**config.mk**
```make
export PLATFORM = sky130hd
export DESIGN_NAME = dhcp_reply_parser_flat
export DESIGN_NICKNAME = d
export VERILOG_FILES = /design/src/rtl/core/drp_pkg.sv /design/src/rtl/core/drp_in_if.sv /design/src/rtl/core/drp_out_if.sv /design/src/rtl/core/drp_fifo.sv /design/src/rtl/core/drp_front.sv /design/src/rtl/core/drp_back.sv /design/src/rtl/core/dhcp_reply_parser.sv /design/src/flat_wrapper.sv
export SDC_FILE = /design/constraint.sdc
export NUM_CORES = 1
export LEC_CHECK = 0
export BUFFER_PORTS_ARGS = -buffer_cell sky130_fd_sc_hd__clkbuf_2
export CAP_MARGIN = 0
export CELL_PAD_IN_SITES_DETAIL_PLACEMENT = 1
export CELL_PAD_IN_SITES_GLOBAL_PLACEMENT = 1
export CORE_UTILIZATION = 39
export CTS_BUF_LIST = sky130_fd_sc_hd__clkbuf_2 sky130_fd_sc_hd__clkbuf_4 sky130_fd_sc_hd__clkbuf_8
export DETAILED_ROUTE_END_ITERATION = 16
export PLACE_DENSITY = 0.68
export SYNTH_ARGS = -nofsm -noshare
export SYNTH_HDL_FRONTEND = slang
export SYNTH_SLANG_ARGS = --single-unit
```
**constraint.sdc**
```tcl
create_clock -name clk -period 18.94 [get_ports clk]
set_clock_uncertainty 0.05 [all_clocks]
set_input_delay 1.894 -clock clk [delete_from_list [all_inputs] [get_ports clk]]
set_output_delay 1.894 -clock clk [all_outputs]
set_load 0.005 [all_outputs]
```
**src/rtl/core/drp_pkg.sv**
```systemverilog
`default_nettype none
package drp_pkg;

  // Packet length limit and position counter width (holds MAX_LEN + 1)
  localparam int MAX_LEN = 1024;
  localparam int POS_W   = $clog2(MAX_LEN + 2);

  // Fixed header layout
  localparam int HDR_END    = 3;
  localparam int XID_LO     = 4;
  localparam int XID_HI     = 8;
  localparam int OFFER_LO   = 16;
  localparam int OFFER_HI   = 20;
  localparam int MAC_LO     = 28;
  localparam int MAC_HI     = 34;
  localparam int COOKIE_LO  = 236;
  localparam int OPT_LO     = 240;
  localparam int MIN_LEN    = 240;

  // Option codes
  localparam logic [7:0] OPT_PAD      = 8'd0;
  localparam logic [7:0] OPT_END      = 8'd255;
  localparam logic [7:0] OPT_MSG_TYPE = 8'd53;

  // Result error codes
  localparam logic [2:0] ERR_OK       = 3'd0;
  localparam logic [2:0] ERR_LENGTH   = 3'd1;
  localparam logic [2:0] ERR_HEADER   = 3'd2;
  localparam logic [2:0] ERR_COOKIE   = 3'd3;
  localparam logic [2:0] ERR_NO_TYPE  = 3'd4;

  // Register indexes
  localparam logic REG_WANTED_CODE = 1'b0;
  localparam logic REG_CLIENT_MAC  = 1'b1;

  // Queue between front and back
  localparam int FIFO_DEPTH = 4;
  localparam int FIFO_AW    = $clog2(FIFO_DEPTH);

  // What the front decided about one byte
  typedef enum logic [2:0] {
    K_OTHER,
    K_HDR,
    K_XID,
    K_OFFER,
    K_MAC,
    K_COOKIE,
    K_OPT,
    K_SKIP
  } drp_kind_t;

  typedef struct packed {
    logic [7:0] rx_byte;
    logic       last;
    logic       len_bad;
    drp_kind_t  kind;
    logic [2:0] idx;
  } drp_entry_t;

  typedef struct packed {
    logic        accepted;
    logic [2:0]  error_code;
    logic [2:0]  msg_type;
    logic [31:0] transaction_id;
    logic [31:0] your_address;
    logic        for_us;
    logic        opt_found;
    logic [7:0]  opt_length;
    logic [31:0] opt_value;
  } drp_result_t;

  // Expected op, htype, hlen
  function automatic logic [7:0] hdr_expect(input logic [2:0] idx);
    logic [7:0] v;
    case (idx)
      3'd0:    v = 8'd2;
      3'd1:    v = 8'd1;
      3'd2:    v = 8'd6;
      default: v = 8'd0;
    endcase
    return v;
  endfunction

  // Magic cookie bytes
  function automatic logic [7:0] cookie_byte(input logic [1:0] idx);
    logic [7:0] v;
    case (idx)
      2'd0:    v = 8'd99;
      2'd1:    v = 8'd130;
      2'd2:    v = 8'd83;
      default: v = 8'd99;
    endcase
    return v;
  endfunction

endpackage
`default_nettype wire

```
**src/rtl/core/drp_in_if.sv**
```systemverilog
`default_nettype none
interface drp_in_if;
  logic       valid;
  logic       ready;
  logic [7:0] rx_byte;
  logic       last;

  modport source (output valid, output rx_byte, output last, input ready);
  modport sink   (input valid, input rx_byte, input last, output ready);
endinterface
`default_nettype wire

```
**src/rtl/core/drp_out_if.sv**
```systemverilog
`default_nettype none
interface drp_out_if;
  logic        valid;
  logic        ready;
  logic        accepted;
  logic [2:0]  error_code;
  logic [2:0]  msg_type;
  logic [31:0] transaction_id;
  logic [31:0] your_address;
  logic        for_us;
  logic        opt_found;
  logic [7:0]  opt_length;
  logic [31:0] opt_value;

  modport source (output valid, output accepted, output error_code, output msg_type,
                  output transaction_id, output your_address, output for_us,
                  output opt_found, output opt_length, output opt_value, input ready);
  modport sink   (input valid, input accepted, input error_code, input msg_type,
                  input transaction_id, input your_address, input for_us,
                  input opt_found, input opt_length, input opt_value, output ready);
endinterface
`default_nettype wire

```
**src/rtl/core/drp_fifo.sv**
```systemverilog
`default_nettype none
module drp_fifo (
  input  wire                 clk,
  input  wire                 rst_n,
  input  wire                 push,
  input  drp_pkg::drp_entry_t push_data,
  output logic                full,
  input  wire                 pop,
  output drp_pkg::drp_entry_t pop_data,
  output logic                not_empty
);
  import drp_pkg::*;

  drp_entry_t        mem_r [FIFO_DEPTH];
  logic [FIFO_AW-1:0] wr_ptr_r, rd_ptr_r;
  logic [FIFO_AW:0]   count_r;
  logic               do_push, do_pop;

  assign full      = (count_r == (FIFO_AW+1)'(FIFO_DEPTH));
  assign not_empty = (count_r != '0);
  assign do_push   = push && !full;
  assign do_pop    = pop && not_empty;
  assign pop_data  = mem_r[rd_ptr_r];

  // Store items
  always_ff @(posedge clk) begin
    if (do_push) begin
      mem_r[wr_ptr_r] <= push_data;
    end
  end

  // Advance pointers and occupancy
  always_ff @(posedge clk) begin
    if (!rst_n) begin
      wr_ptr_r <= '0;
      rd_ptr_r <= '0;
      count_r  <= '0;
    end else begin
      if (do_push) begin
        wr_ptr_r <= wr_ptr_r + 1'b1;
      end
      if (do_pop) begin
        rd_ptr_r <= rd_ptr_r + 1'b1;
      end
      if (do_push && !do_pop) begin
        count_r <= count_r + 1'b1;
      end else if (do_pop && !do_push) begin
        count_r <= count_r - 1'b1;
      end
    end
  end
endmodule
`default_nettype wire

```
**src/rtl/core/drp_front.sv**
```systemverilog
`default_nettype none
module drp_front (
  input  wire                 clk,
  input  wire                 rst_n,
  drp_in_if.sink              in_ch,
  input  wire                 q_full,
  output logic                q_push,
  output drp_pkg::drp_entry_t q_data
);
  import drp_pkg::*;

  logic [POS_W-1:0] pos_r, pos_nxt;
  logic [POS_W-1:0] pos_after;
  logic [POS_W-1:0] mac_off, cookie_off;
  logic             take;

  assign in_ch.ready = !q_full;
  assign q_push      = in_ch.valid && in_ch.ready;

  assign take       = (pos_r < POS_W'(MAX_LEN));
  assign pos_after  = (pos_r <= POS_W'(MAX_LEN)) ? pos_r + 1'b1 : pos_r;
  assign mac_off    = pos_r - POS_W'(MAC_LO);
  assign cookie_off = pos_r - POS_W'(COOKIE_LO);

  // Classify the byte by its position in the packet
  always_comb begin
    q_data.rx_byte = in_ch.rx_byte;
    q_data.last    = in_ch.last;
    q_data.len_bad = (pos_after < POS_W'(MIN_LEN)) || (pos_after > POS_W'(MAX_LEN));
    q_data.kind    = K_OTHER;
    q_data.idx     = '0;
    if (!take) begin
      q_data.kind = K_SKIP;
    end else if (pos_r < POS_W'(HDR_END)) begin
      q_data.kind = K_HDR;
      q_data.idx  = pos_r[2:0];
    end else if (pos_r >= POS_W'(XID_LO) && pos_r < POS_W'(XID_HI)) begin
      q_data.kind = K_XID;
    end else if (pos_r >= POS_W'(OFFER_LO) && pos_r < POS_W'(OFFER_HI)) begin
      q_data.kind = K_OFFER;
    end else if (pos_r >= POS_W'(MAC_LO) && pos_r < POS_W'(MAC_HI)) begin
      q_data.kind = K_MAC;
      q_data.idx  = mac_off[2:0];
    end else if (pos_r >= POS_W'(COOKIE_LO) && pos_r < POS_W'(OPT_LO)) begin
      q_data.kind = K_COOKIE;
      q_data.idx  = cookie_off[2:0];
    end else if (pos_r >= POS_W'(OPT_LO)) begin
      q_data.kind = K_OPT;
    end
  end

  // Count bytes, restart after the last one
  always_comb begin
    pos_nxt = pos_r;
    if (q_push) begin
      pos_nxt = in_ch.last ? '0 : pos_after;
    end
  end

  always_ff @(posedge clk) begin
    if (!rst_n) begin
      pos_r <= '0;
    end else begin
      pos_r <= pos_nxt;
    end
  end
endmodule
`default_nettype wire

```
**src/rtl/core/drp_back.sv**
```systemverilog
`default_nettype none
module drp_back (
  input  wire                 clk,
  input  wire                 rst_n,
  input  wire                 q_valid,
  input  drp_pkg::drp_entry_t q_data,
  output logic                q_pop,
  input  wire  [7:0]          wanted_code,
  input  wire  [47:0]         client_mac,
  drp_out_if.source           out_ch
);
  import drp_pkg::*;

  typedef enum logic [1:0] {PH_CODE, PH_LEN, PH_VALUE} phase_t;
  typedef enum logic [1:0] {ST_NONE, ST_PENDING, ST_DONE} track_t;

  phase_t      phase_r, phase_nxt;
  track_t      type_st_r, type_st_nxt, want_st_r, want_st_nxt;
  logic        hdr_ok_r, hdr_ok_nxt, cookie_ok_r, cookie_ok_nxt;
  logic        mac_eq_r, mac_eq_nxt, stopped_r, stopped_nxt;
  logic [31:0] xid_r, xid_nxt, offer_r, offer_nxt, want_val_r, want_val_nxt;
  logic [7:0]  code_r, code_nxt, left_r, left_nxt;
  logic [7:0]  type_len_r, type_len_nxt, type_val_r, type_val_nxt;
  logic [7:0]  want_len_r, want_len_nxt;
  logic        out_valid_r;
  drp_result_t res_r, res_nxt;
  logic        type_valid, load;
  logic [7:0]  left_dec, val_idx;
  logic [7:0]  b;

  function automatic logic [7:0] mac_byte(input logic [47:0] mac, input logic [2:0] idx);
    logic [7:0] v;
    case (idx)
      3'd0:    v = mac[47:40];
      3'd1:    v = mac[39:32];
      3'd2:    v = mac[31:24];
      3'd3:    v = mac[23:16];
      3'd4:    v = mac[15:8];
      default: v = mac[7:0];
    endcase
    return v;
  endfunction

  // Take an item unless it is the last one and the result slot is busy
  assign q_pop = q_valid && (!q_data.last || !out_valid_r || out_ch.ready);
  assign load  = q_pop && q_data.last;
  assign b     = q_data.rx_byte;

  assign left_dec = left_r - 8'd1;
  assign val_idx  = want_len_r - left_r;

  // Update packet state for one byte
  always_comb begin
    phase_nxt     = phase_r;
    type_st_nxt   = type_st_r;
    want_st_nxt   = want_st_r;
    hdr_ok_nxt    = hdr_ok_r;
    cookie_ok_nxt = cookie_ok_r;
    mac_eq_nxt    = mac_eq_r;
    stopped_nxt   = stopped_r;
    xid_nxt       = xid_r;
    offer_nxt     = offer_r;
    want_val_nxt  = want_val_r;
    code_nxt      = code_r;
    left_nxt      = left_r;
    type_len_nxt  = type_len_r;
    type_val_nxt  = type_val_r;
    want_len_nxt  = want_len_r;
    if (q_pop) begin
      case (q_data.kind)
        K_HDR: begin
          if (b != hdr_expect(q_data.idx)) hdr_ok_nxt = 1'b0;
        end
        K_XID:   xid_nxt   = {xid_r[23:0], b};
        K_OFFER: offer_nxt = {offer_r[23:0], b};
        K_MAC: begin
          if (b != mac_byte(client_mac, q_data.idx)) mac_eq_nxt = 1'b0;
        end
        K_COOKIE: begin
          if (b != cookie_byte(q_data.idx[1:0])) cookie_ok_nxt = 1'b0;
        end
        K_OPT: begin
          if (!stopped_r) begin
            unique case (phase_r)
              PH_CODE: begin
                if (b == OPT_END) begin
                  stopped_nxt = 1'b1;
                end else if (b != OPT_PAD) begin
                  code_nxt = b;
                  if (b == OPT_MSG_TYPE && type_st_r == ST_NONE) type_st_nxt = ST_PENDING;
                  if (b == wanted_code && want_st_r == ST_NONE) want_st_nxt = ST_PENDING;
                  phase_nxt = PH_LEN;
                end
              end
              PH_LEN: begin
                left_nxt = b;
                if (type_st_r == ST_PENDING) type_len_nxt = b;
                if (want_st_r == ST_PENDING) want_len_nxt = b;
                if (b == 8'd0) begin
                  if (type_st_r == ST_PENDING) type_st_nxt = ST_DONE;
                  if (want_st_r == ST_PENDING) want_st_nxt = ST_DONE;
                  phase_nxt = PH_CODE;
                end else begin
                  phase_nxt = PH_VALUE;
                end
              end
              PH_VALUE: begin
                if (type_st_r == ST_PENDING && left_r == type_len_r) type_val_nxt = b;
                if (want_st_r == ST_PENDING && val_idx < 8'd4) begin
                  case (val_idx[1:0])
                    2'd0:    want_val_nxt[31:24] = want_val_r[31:24] | b;
                    2'd1:    want_val_nxt[23:16] = want_val_r[23:16] | b;
                    2'd2:    want_val_nxt[15:8]  = want_val_r[15:8] | b;
                    default: want_val_nxt[7:0]   = want_val_r[7:0] | b;
                  endcase
                end
                left_nxt = left_dec;
                if (left_dec == 8'd0) begin
                  if (type_st_r == ST_PENDING) type_st_nxt = ST_DONE;
                  if (want_st_r == ST_PENDING) want_st_nxt = ST_DONE;
                  phase_nxt = PH_CODE;
                end
              end
              default: phase_nxt = PH_CODE;
            endcase
          end
        end
        default: ;
      endcase
    end
  end

  // Build the report from the state after this byte
  always_comb begin
    type_valid = (type_st_nxt == ST_DONE) && (type_len_nxt == 8'd1) &&
                 (type_val_nxt >= 8'd1) && (type_val_nxt <= 8'd7);
    res_nxt = '0;
    if (q_data.len_bad) begin
      res_nxt.error_code = ERR_LENGTH;
    end else if (!hdr_ok_nxt) begin
      res_nxt.error_code = ERR_HEADER;
    end else if (!cookie_ok_nxt) begin
      res_nxt.error_code = ERR_COOKIE;
    end else begin
      res_nxt.error_code     = type_valid ? ERR_OK : ERR_NO_TYPE;
      res_nxt.msg_type       = type_valid ? type_val_nxt[2:0] : 3'd0;
      res_nxt.transaction_id = xid_nxt;
      res_nxt.your_address   = offer_nxt;
      res_nxt.for_us         = mac_eq_nxt;
      if (want_st_nxt == ST_DONE) begin
        res_nxt.opt_found  = 1'b1;
        res_nxt.opt_length = want_len_nxt;
        res_nxt.opt_value  = want_val_nxt;
      end
    end
    res_nxt.accepted = (res_nxt.error_code == ERR_OK);
  end

  // Hold packet state, clear it after the last byte; hold the report until taken
  always_ff @(posedge clk) begin
    if (!rst_n || load) begin
      phase_r     <= PH_CODE;
      type_st_r   <= ST_NONE;
      want_st_r   <= ST_NONE;
      hdr_ok_r    <= 1'b1;
      cookie_ok_r <= 1'b1;
      mac_eq_r    <= 1'b1;
      stopped_r   <= 1'b0;
      xid_r       <= '0;
      offer_r     <= '0;
      want_val_r  <= '0;
      code_r      <= '0;
      left_r      <= '0;
      type_len_r  <= '0;
      type_val_r  <= '0;
      want_len_r  <= '0;
    end else begin
      phase_r     <= phase_nxt;
      type_st_r   <= type_st_nxt;
      want_st_r   <= want_st_nxt;
      hdr_ok_r    <= hdr_ok_nxt;
      cookie_ok_r <= cookie_ok_nxt;
      mac_eq_r    <= mac_eq_nxt;
      stopped_r   <= stopped_nxt;
      xid_r       <= xid_nxt;
      offer_r     <= offer_nxt;
      want_val_r  <= want_val_nxt;
      code_r      <= code_nxt;
      left_r      <= left_nxt;
      type_len_r  <= type_len_nxt;
      type_val_r  <= type_val_nxt;
      want_len_r  <= want_len_nxt;
    end
    if (!rst_n) begin
      out_valid_r <= 1'b0;
    end else if (load) begin
      out_valid_r <= 1'b1;
      res_r       <= res_nxt;
    end else if (out_ch.ready) begin
      out_valid_r <= 1'b0;
    end
  end

  assign out_ch.valid          = out_valid_r;
  assign out_ch.accepted       = res_r.accepted;
  assign out_ch.error_code     = res_r.error_code;
  assign out_ch.msg_type       = res_r.msg_type;
  assign out_ch.transaction_id = res_r.transaction_id;
  assign out_ch.your_address   = res_r.your_address;
  assign out_ch.for_us         = res_r.for_us;
  assign out_ch.opt_found      = res_r.opt_found;
  assign out_ch.opt_length     = res_r.opt_length;
  assign out_ch.opt_value      = res_r.opt_value;
endmodule
`default_nettype wire

```
**src/rtl/core/dhcp_reply_parser.sv**
```systemverilog
`default_nettype none
// DHCP reply parser. Packet bytes enter on in_ch one per item, the final byte
// marked by last; one report leaves on out_ch for each packet. The block takes
// one byte per clock while the queue has room: a front stage tags each byte by
// its position, a four-item queue decouples it from the back stage, which
// updates the header checks, captures and option walk as it pops each byte.
// The last byte passes through the queue to the back stage, which registers
// the report in an output register and holds it there, so the next packet
// streams in while it waits; a second last byte waits in the queue until that
// register is free. Registers live at cfg_paddr 0 (wanted_code) and 8
// (client_mac); write them between packets.
module dhcp_reply_parser (
  input  wire         clk,
  input  wire         rst_n,
  drp_in_if.sink      in_ch,
  drp_out_if.source   out_ch,
  input  wire         cfg_psel,
  input  wire         cfg_penable,
  input  wire         cfg_pwrite,
  input  wire  [3:0]  cfg_paddr,
  input  wire  [63:0] cfg_pwdata,
  output logic [63:0] cfg_prdata,
  output logic        cfg_pready
);
  import drp_pkg::*;

  logic [7:0]  wanted_code_r;
  logic [47:0] client_mac_r;
  logic        cfg_wr;
  logic        q_push, q_full, q_pop, q_valid;
  drp_entry_t  q_in, q_out;

  // Configuration registers
  assign cfg_pready = 1'b1;
  assign cfg_wr     = cfg_psel && cfg_penable && cfg_pwrite && cfg_pready;

  always_ff @(posedge clk) begin
    if (!rst_n) begin
      wanted_code_r <= 8'd1;
      client_mac_r  <= '0;
    end else if (cfg_wr) begin
      unique case (cfg_paddr[3])
        REG_WANTED_CODE: wanted_code_r <= cfg_pwdata[7:0];
        REG_CLIENT_MAC:  client_mac_r  <= cfg_pwdata[47:0];
        default: ;
      endcase
    end
  end

  assign cfg_prdata = (cfg_paddr[3] == REG_CLIENT_MAC) ? {16'd0, client_mac_r}
                                                       : {56'd0, wanted_code_r};

  drp_front u_front (
    .clk    (clk),
    .rst_n  (rst_n),
    .in_ch  (in_ch),
    .q_full (q_full),
    .q_push (q_push),
    .q_data (q_in)
  );

  drp_fifo u_fifo (
    .clk       (clk),
    .rst_n     (rst_n),
    .push      (q_push),
    .push_data (q_in),
    .full      (q_full),
    .pop       (q_pop),
    .pop_data  (q_out),
    .not_empty (q_valid)
  );

  drp_back u_back (
    .clk         (clk),
    .rst_n       (rst_n),
    .q_valid     (q_valid),
    .q_data      (q_out),
    .q_pop       (q_pop),
    .wanted_code (wanted_code_r),
    .client_mac  (client_mac_r),
    .out_ch      (out_ch)
  );
endmodule
`default_nettype wire
```
**src/flat_wrapper.sv**
```systemverilog
// flat-port wrapper written by rule: the top's interface ports become plain ports
module dhcp_reply_parser_flat import drp_pkg::*;
  (clk, rst_n, cfg_psel, cfg_penable, cfg_pwrite, cfg_paddr, cfg_pwdata, cfg_prdata, cfg_pready, in_ch_valid, in_ch_rx_byte, in_ch_last, in_ch_ready, out_ch_valid, out_ch_accepted, out_ch_error_code, out_ch_msg_type, out_ch_transaction_id, out_ch_your_address, out_ch_for_us, out_ch_opt_found, out_ch_opt_length, out_ch_opt_value, out_ch_ready);
  drp_in_if in_ch_i ();
  drp_out_if out_ch_i ();
  input  wire clk;
  input  wire rst_n;
  input  wire cfg_psel;
  input  wire cfg_penable;
  input  wire cfg_pwrite;
  input  wire  [3:0] cfg_paddr;
  input  wire  [63:0] cfg_pwdata;
  output logic [63:0] cfg_prdata;
  output logic cfg_pready;
  input wire logic [$bits(in_ch_i.valid)-1:0] in_ch_valid;
  input wire logic [$bits(in_ch_i.rx_byte)-1:0] in_ch_rx_byte;
  input wire logic [$bits(in_ch_i.last)-1:0] in_ch_last;
  output wire logic [$bits(in_ch_i.ready)-1:0] in_ch_ready;
  output wire logic [$bits(out_ch_i.valid)-1:0] out_ch_valid;
  output wire logic [$bits(out_ch_i.accepted)-1:0] out_ch_accepted;
  output wire logic [$bits(out_ch_i.error_code)-1:0] out_ch_error_code;
  output wire logic [$bits(out_ch_i.msg_type)-1:0] out_ch_msg_type;
  output wire logic [$bits(out_ch_i.transaction_id)-1:0] out_ch_transaction_id;
  output wire logic [$bits(out_ch_i.your_address)-1:0] out_ch_your_address;
  output wire logic [$bits(out_ch_i.for_us)-1:0] out_ch_for_us;
  output wire logic [$bits(out_ch_i.opt_found)-1:0] out_ch_opt_found;
  output wire logic [$bits(out_ch_i.opt_length)-1:0] out_ch_opt_length;
  output wire logic [$bits(out_ch_i.opt_value)-1:0] out_ch_opt_value;
  input wire logic [$bits(out_ch_i.ready)-1:0] out_ch_ready;
  assign in_ch_i.valid = in_ch_valid;
  assign in_ch_i.rx_byte = in_ch_rx_byte;
  assign in_ch_i.last = in_ch_last;
  assign in_ch_ready = in_ch_i.ready;
  assign out_ch_valid = out_ch_i.valid;
  assign out_ch_accepted = out_ch_i.accepted;
  assign out_ch_error_code = out_ch_i.error_code;
  assign out_ch_msg_type = out_ch_i.msg_type;
  assign out_ch_transaction_id = out_ch_i.transaction_id;
  assign out_ch_your_address = out_ch_i.your_address;
  assign out_ch_for_us = out_ch_i.for_us;
  assign out_ch_opt_found = out_ch_i.opt_found;
  assign out_ch_opt_length = out_ch_i.opt_length;
  assign out_ch_opt_value = out_ch_i.opt_value;
  assign out_ch_i.ready = out_ch_ready;
  dhcp_reply_parser u_core (.clk(clk), .rst_n(rst_n), .in_ch(in_ch_i), .out_ch(out_ch_i), .cfg_psel(cfg_psel), .cfg_penable(cfg_penable), .cfg_pwrite(cfg_pwrite), .cfg_paddr(cfg_paddr), .cfg_pwdata(cfg_pwdata), .cfg_prdata(cfg_prdata), .cfg_pready(cfg_pready));
endmodule
```
### Word level (Yosys, flattened, before mapping)

Memories as Yosys holds them, arrays and structs flattened. A register that Yosys moved wholly into a read port is not among the register bits.
Cells that the tools add are included.

* magnitude comparators: 17
* reduce and logical (&&, ||, !) cells: 53
* equality and inequality tests: 32
* $add $sub $neg: 9
* bitwise gates (word level): 10
* mux-type cells: 102

Operators with widths (count)
* $mux 32: 9
* $mux 8: 25
* $mux 2: 24
* $mux 48: 1
* $mux 3: 15
* $mux 41: 1
* $pmux 8 s5: 1
* $or 8x8->8: 4
* $pmux 8 s2: 2
* $ne 8x8->1: 3
* $ge 11x5->1 const B: 2
* $ge 11x8->1 const B: 2
* $lt 11x8->1 const B: 2
* $mux 11: 2
* $logic_and 1x1->1: 20
* $pmux 2 s3: 3
* $eq 8x8->1: 2
* $logic_not 8->1: 2
* $mux 1: 16
* $eq 3x3->1 const B: 5
* $eq 3x2->1 const B: 4
* $mux 6: 2
* $add 11x1->11 const B: 1
* $ge 11x3->1 const B: 1
* 37 further kinds: 74

* flip-flop bits (word level): 326
* memory bits (writable): 64
* memories: 1
* input port bits: 84

Memories
* u_core.u_fifo.mem_r: words 4, width 16, read ports 1, clocked after memory_dff 1, wr ports 1, RTL line drp_fifo.sv:14 `drp_entry_t mem_r [FIFO_DEPTH];`

### Longest topological paths before layout

* depth in word-level cells: 18
* depth in mapped cells: 15
* depth with buffers taken out: 11

### Modules after synthesis

A second synthesis with hierarchy kept.

* cells, all modules: 1624
* area total of the unflattened synthesis: 17327.9 µm²

By module, submodules not included
* drp_back: cells each 1028, times used 1, seq. area each 6175.9 µm², area each 10677.7 µm²
* drp_fifo: cells each 132, times used 1, seq. area each 2102.0 µm², area each 2807.7 µm²
* dhcp_reply_parser: cells each 310, times used 1, seq. area each 1121.1 µm², area each 2718.9 µm²
* drp_front: cells each 154, times used 1, seq. area each 220.2 µm², area each 1123.6 µm²

### Worst setup path before layout

No wires, ideal clock.

* path type: input to register
* from: input port rst_n
* to: register u_core.u_back.res_r, in the netlist u_core.u_back.out_ch.accepted (enable)
* stages on the path: 4
* setup slack: 11253 ps
* data required time: 18304 ps
* data arrival time: 7051 ps
* cell sequence: inv_1 -> clkbuf_1 -> clkbuf_1 -> nor2_1

* longest elaborated chain between the ends: 1

RTL lines
* start, declared: RTL line flat_wrapper.sv:7 `input wire rst_n;`
* $reduce_and 2->1 (no line)
* end signal, assigned: RTL line drp_back.sv:198 `res_r <= res_nxt;`
* end, declared: RTL line drp_back.sv:26 `drp_result_t res_r, res_nxt;`

Every way passes these cells.
A chain may end at the register's enable or synchronous reset.

==> impl_metrics.toml <==
[synth]
synth_warnings = 0
netlist_area_um2 = 17100
avgSynthCellArea_um2 = 10.9
ys_ff_latch = 392
yosysUniqueCellTypes = 79
synthFlopType = "dfxtp_1"
synth_cells = 1570
synth_edf_count = 177
ys_seq_area_frac = 0.564
async_flop_share = 0

[cells_and_area]
nNetsFinal = 1895
syn2layout_area_growth_pct = 17.8
drive_gt1_frac = 0.264
fin_area_um2 = 20100
fill_cells = 4780

[worst_setup_path]
cp.required_ps = 19200
cp-end-kind = "register"
crit_fanout = 71
crit_type = "reg -> reg"
crit_arrival_ps = 5560
start_kind = "register"
rr_worst_depth = 9

[floorplanning]
dieArea_um2 = 44600
io_pins = 264
die_w_um = 211
num_rows = 76
core_area_um2 = 43100
die_y_um = 211
start_util = 0.396

[sta]
tightest_slew_ps = 1200
hold_ws_ps = 418
setup_viol = 0
min_period_ps = 5300
slew-limit-headroom = 0.199
finalMaxSlewViolations = 0
fmax_ghz = 0.189
rsz0062_at_grt = "false"
fin_crit_sh = 0.280
setup_ws_ps = 13640
setup_tns_ps = 0
hold_viol_final = 0

[global_routing]
met1_usage = 0.266
grt-busiest-layer = "met2"
antenna_found_initial = 1
grt_pass1_wl_um = 72800
grtUsageMet2 = 0.347
grt_util_met3 = 0.0431
track_usage = 0.211
overflow = 0
grt_max_degree = 102
grt_pass1_vias = 13000

[detailed_routing]
routed_via_density = 5.14
wl_per_cell_um = 19.4
drtAntennaViolNets = 0
drtIter0Drc = 691
routed_wl_um = 47100
first_pass_iters = 6
vias = 12500
drc_errors = 0

[power_and_ir_drop]
power.density_nw_per_um2 = 120
static-leakage-power_nw = 7.53
peakVddDrop_mv = 0.0540

[clocking]
cts_sinks = 392
clkTransAtPathRegs_ps = 60
cts_resized = 0
worst_skew_pair.late_latency_ps = 630
clockRootBuffer = "clkbuf_8"
cts_buffers = 70
clk_path_buf_depth = 3
holdBufCountCts = 0
post_cts_buffers = 0
tritoncts = "done"
htree_levels = 3

[hold_path]
worst_hold_path_type = "reg -> reg"
hold_path_depth = 2

[flow_run]
drv_cap = 0

[placed_design]
dp_worst_setup_slack_ps = 13100
place_congestion = 0.818
port_buffers = 227
placed_cell_area_um2 = 18500
dp_hpwl_um = 31500

[status]
status = "complete, no violations"
critical path, stage by stage, from the launching register on:
cell	delay (ps)
dfxtp_1	950
mux4_2	530
a21oi_2	450
inv_2	230
o41ai_1	670
a211o_2	240
buf_4	610
or3b_4	260
buf_4	830
nor2_1	110
logic make-up after synthesis:
group	share of synthesized area
compound gates	0.0931
xor+xnor	0.0180
buf+inv	0.0418
fa+ha+maj	0.0207
simple gates	0.182
other cells	0.000440
flops	0.564
mux	0.0799
cells in the mapped netlist (all sizes together), types with 11 or more instances:
library cell | instances | area, µm²
or3 | 12 | 75.1
nand2b | 16 | 100
xnor2 | 17 | 149
buf | 38 | 293
nand2 | 157 | 589
and2 | 45 | 282
a21oi | 95 | 479
nor3 | 23 | 120
edfxtp | 177 | 5320
dfxtp | 215 | 4300
clkbuf | 74 | 278
nand3 | 11 | 55.1
o21ai | 28 | 140
xor2 | 18 | 158
o21ba | 33 | 330
mux2i | 89 | 891
inv | 37 | 139
ha | 25 | 313
nor2 | 282 | 1350
mux4 | 16 | 360
area by class of cell:
class,instances,area [µm²],area share
antenna,1,2.50,0.000125
tap,585,732,0.0364
multi-input combinational,1043,6820,0.339
clock buffer,110,1360,0.0676
inverter,38,143,0.00710
timing repair buffer,239,1230,0.0610
sequential,392,9620,0.479
clock inverter,20,194,0.00965
stage by stage:
stage / power (W) / cells / utilization
2_1_floorplan: 0.00138 / 1585 / -
3_3_place_gp: 0.00157 / 2297 / 0.430
3_5_place_dp: 0.00159 / 2297 / 0.430
4_1_cts: 0.00246 / 2427 / 0.466
5_1_grt: 0.00254 / 2428 / 0.467
6_report: 0.00242 / 2428 / 0.467
registers in the layout, summed over array words and instances, names as in the netlist, 2 cells and up, named ones only:
| register | count |
|---|---|
| u_core.client_mac_r | 48 |
| u_core.u_back.left_r | 8 |
| u_core.u_back.offer_r | 32 |
| u_core.u_back.out_ch.error_code | 3 |
| u_core.u_back.out_ch.msg_type | 3 |
| u_core.u_back.out_ch.opt_length | 8 |
| u_core.u_back.out_ch.opt_value | 32 |
| u_core.u_back.out_ch.transaction_id | 32 |
| u_core.u_back.out_ch.your_address | 32 |
| u_core.u_back.phase_r | 2 |
| u_core.u_back.type_len_r | 8 |
| u_core.u_back.type_st_r | 2 |
| u_core.u_back.type_val_r | 8 |
| u_core.u_back.want_len_r | 8 |
| u_core.u_back.want_st_r | 2 |
| u_core.u_back.want_val_r | 32 |
| u_core.u_back.xid_r | 32 |
| u_core.u_fifo.count_r | 3 |
| u_core.u_fifo.mem_r | 64 |
| u_core.u_fifo.rd_ptr_r | 2 |
| u_core.u_fifo.wr_ptr_r | 2 |
| u_core.u_front.pos_r | 11 |
| u_core.wanted_code_r | 8 |
placed cells by master, fill, tap and decap left out, types with 5 or more instances in the layout:
cell and n:
nor2_1 240, clkbuf_2 227, dfxtp_1 215, edfxtp_1 177
nand2_1 156, a21oi_1 94, mux2i_1 89, clkbuf_8 85
and2_1 45, nor2_4 40, inv_1 34, o21ba_2 32
o21ai_0 26, ha_1 25, clkbuf_4 25, nor3_1 22
xor2_1 18, xnor2_1 17, conb_1 17, mux4_2 16
nand2b_1 16, or3_1 12, buf_4 12, nand3_1 11
mux2_2 10, o2bb2ai_1 9, nand4_1 9, a222oi_1 9
nor2b_1 8, and3_1 7, or4_1 7, nor4_1 7
or3b_2 7, clkinv_1 7, o31ai_1 6, a31oi_1 6
a22oi_1 5, clkinv_2 5
report_power, final:
group          total (W)  internal (W)  switching [W]
sequential       0.00103      0.000986      0.0000449
combinational   0.000531      0.000178       0.000353
clock           0.000859      0.000500       0.000358
total            0.00242       0.00167       0.000756
final timing paths:
| path | from | to | slack, ps |
|---|---|---|---|
| max | register | u_core.u_back.out_ch.opt_length[4] | 13640 |
| min | u_core.client_mac_r[46] | u_core.client_mac_r[46] | 420 |
| min reg2reg | u_core.client_mac_r[46] | u_core.client_mac_r[46] | 420 |
| max reg2reg | register | u_core.u_back.out_ch.opt_length[4] | 13640 |
routing by layer:
metal,vias up,wire length [µm]
li1,5893,-
met1,6206,20700
met2,273,22800
met3,98,2040
met4,0,1590
met5,-,0
(Power assumes the default switching activity.)
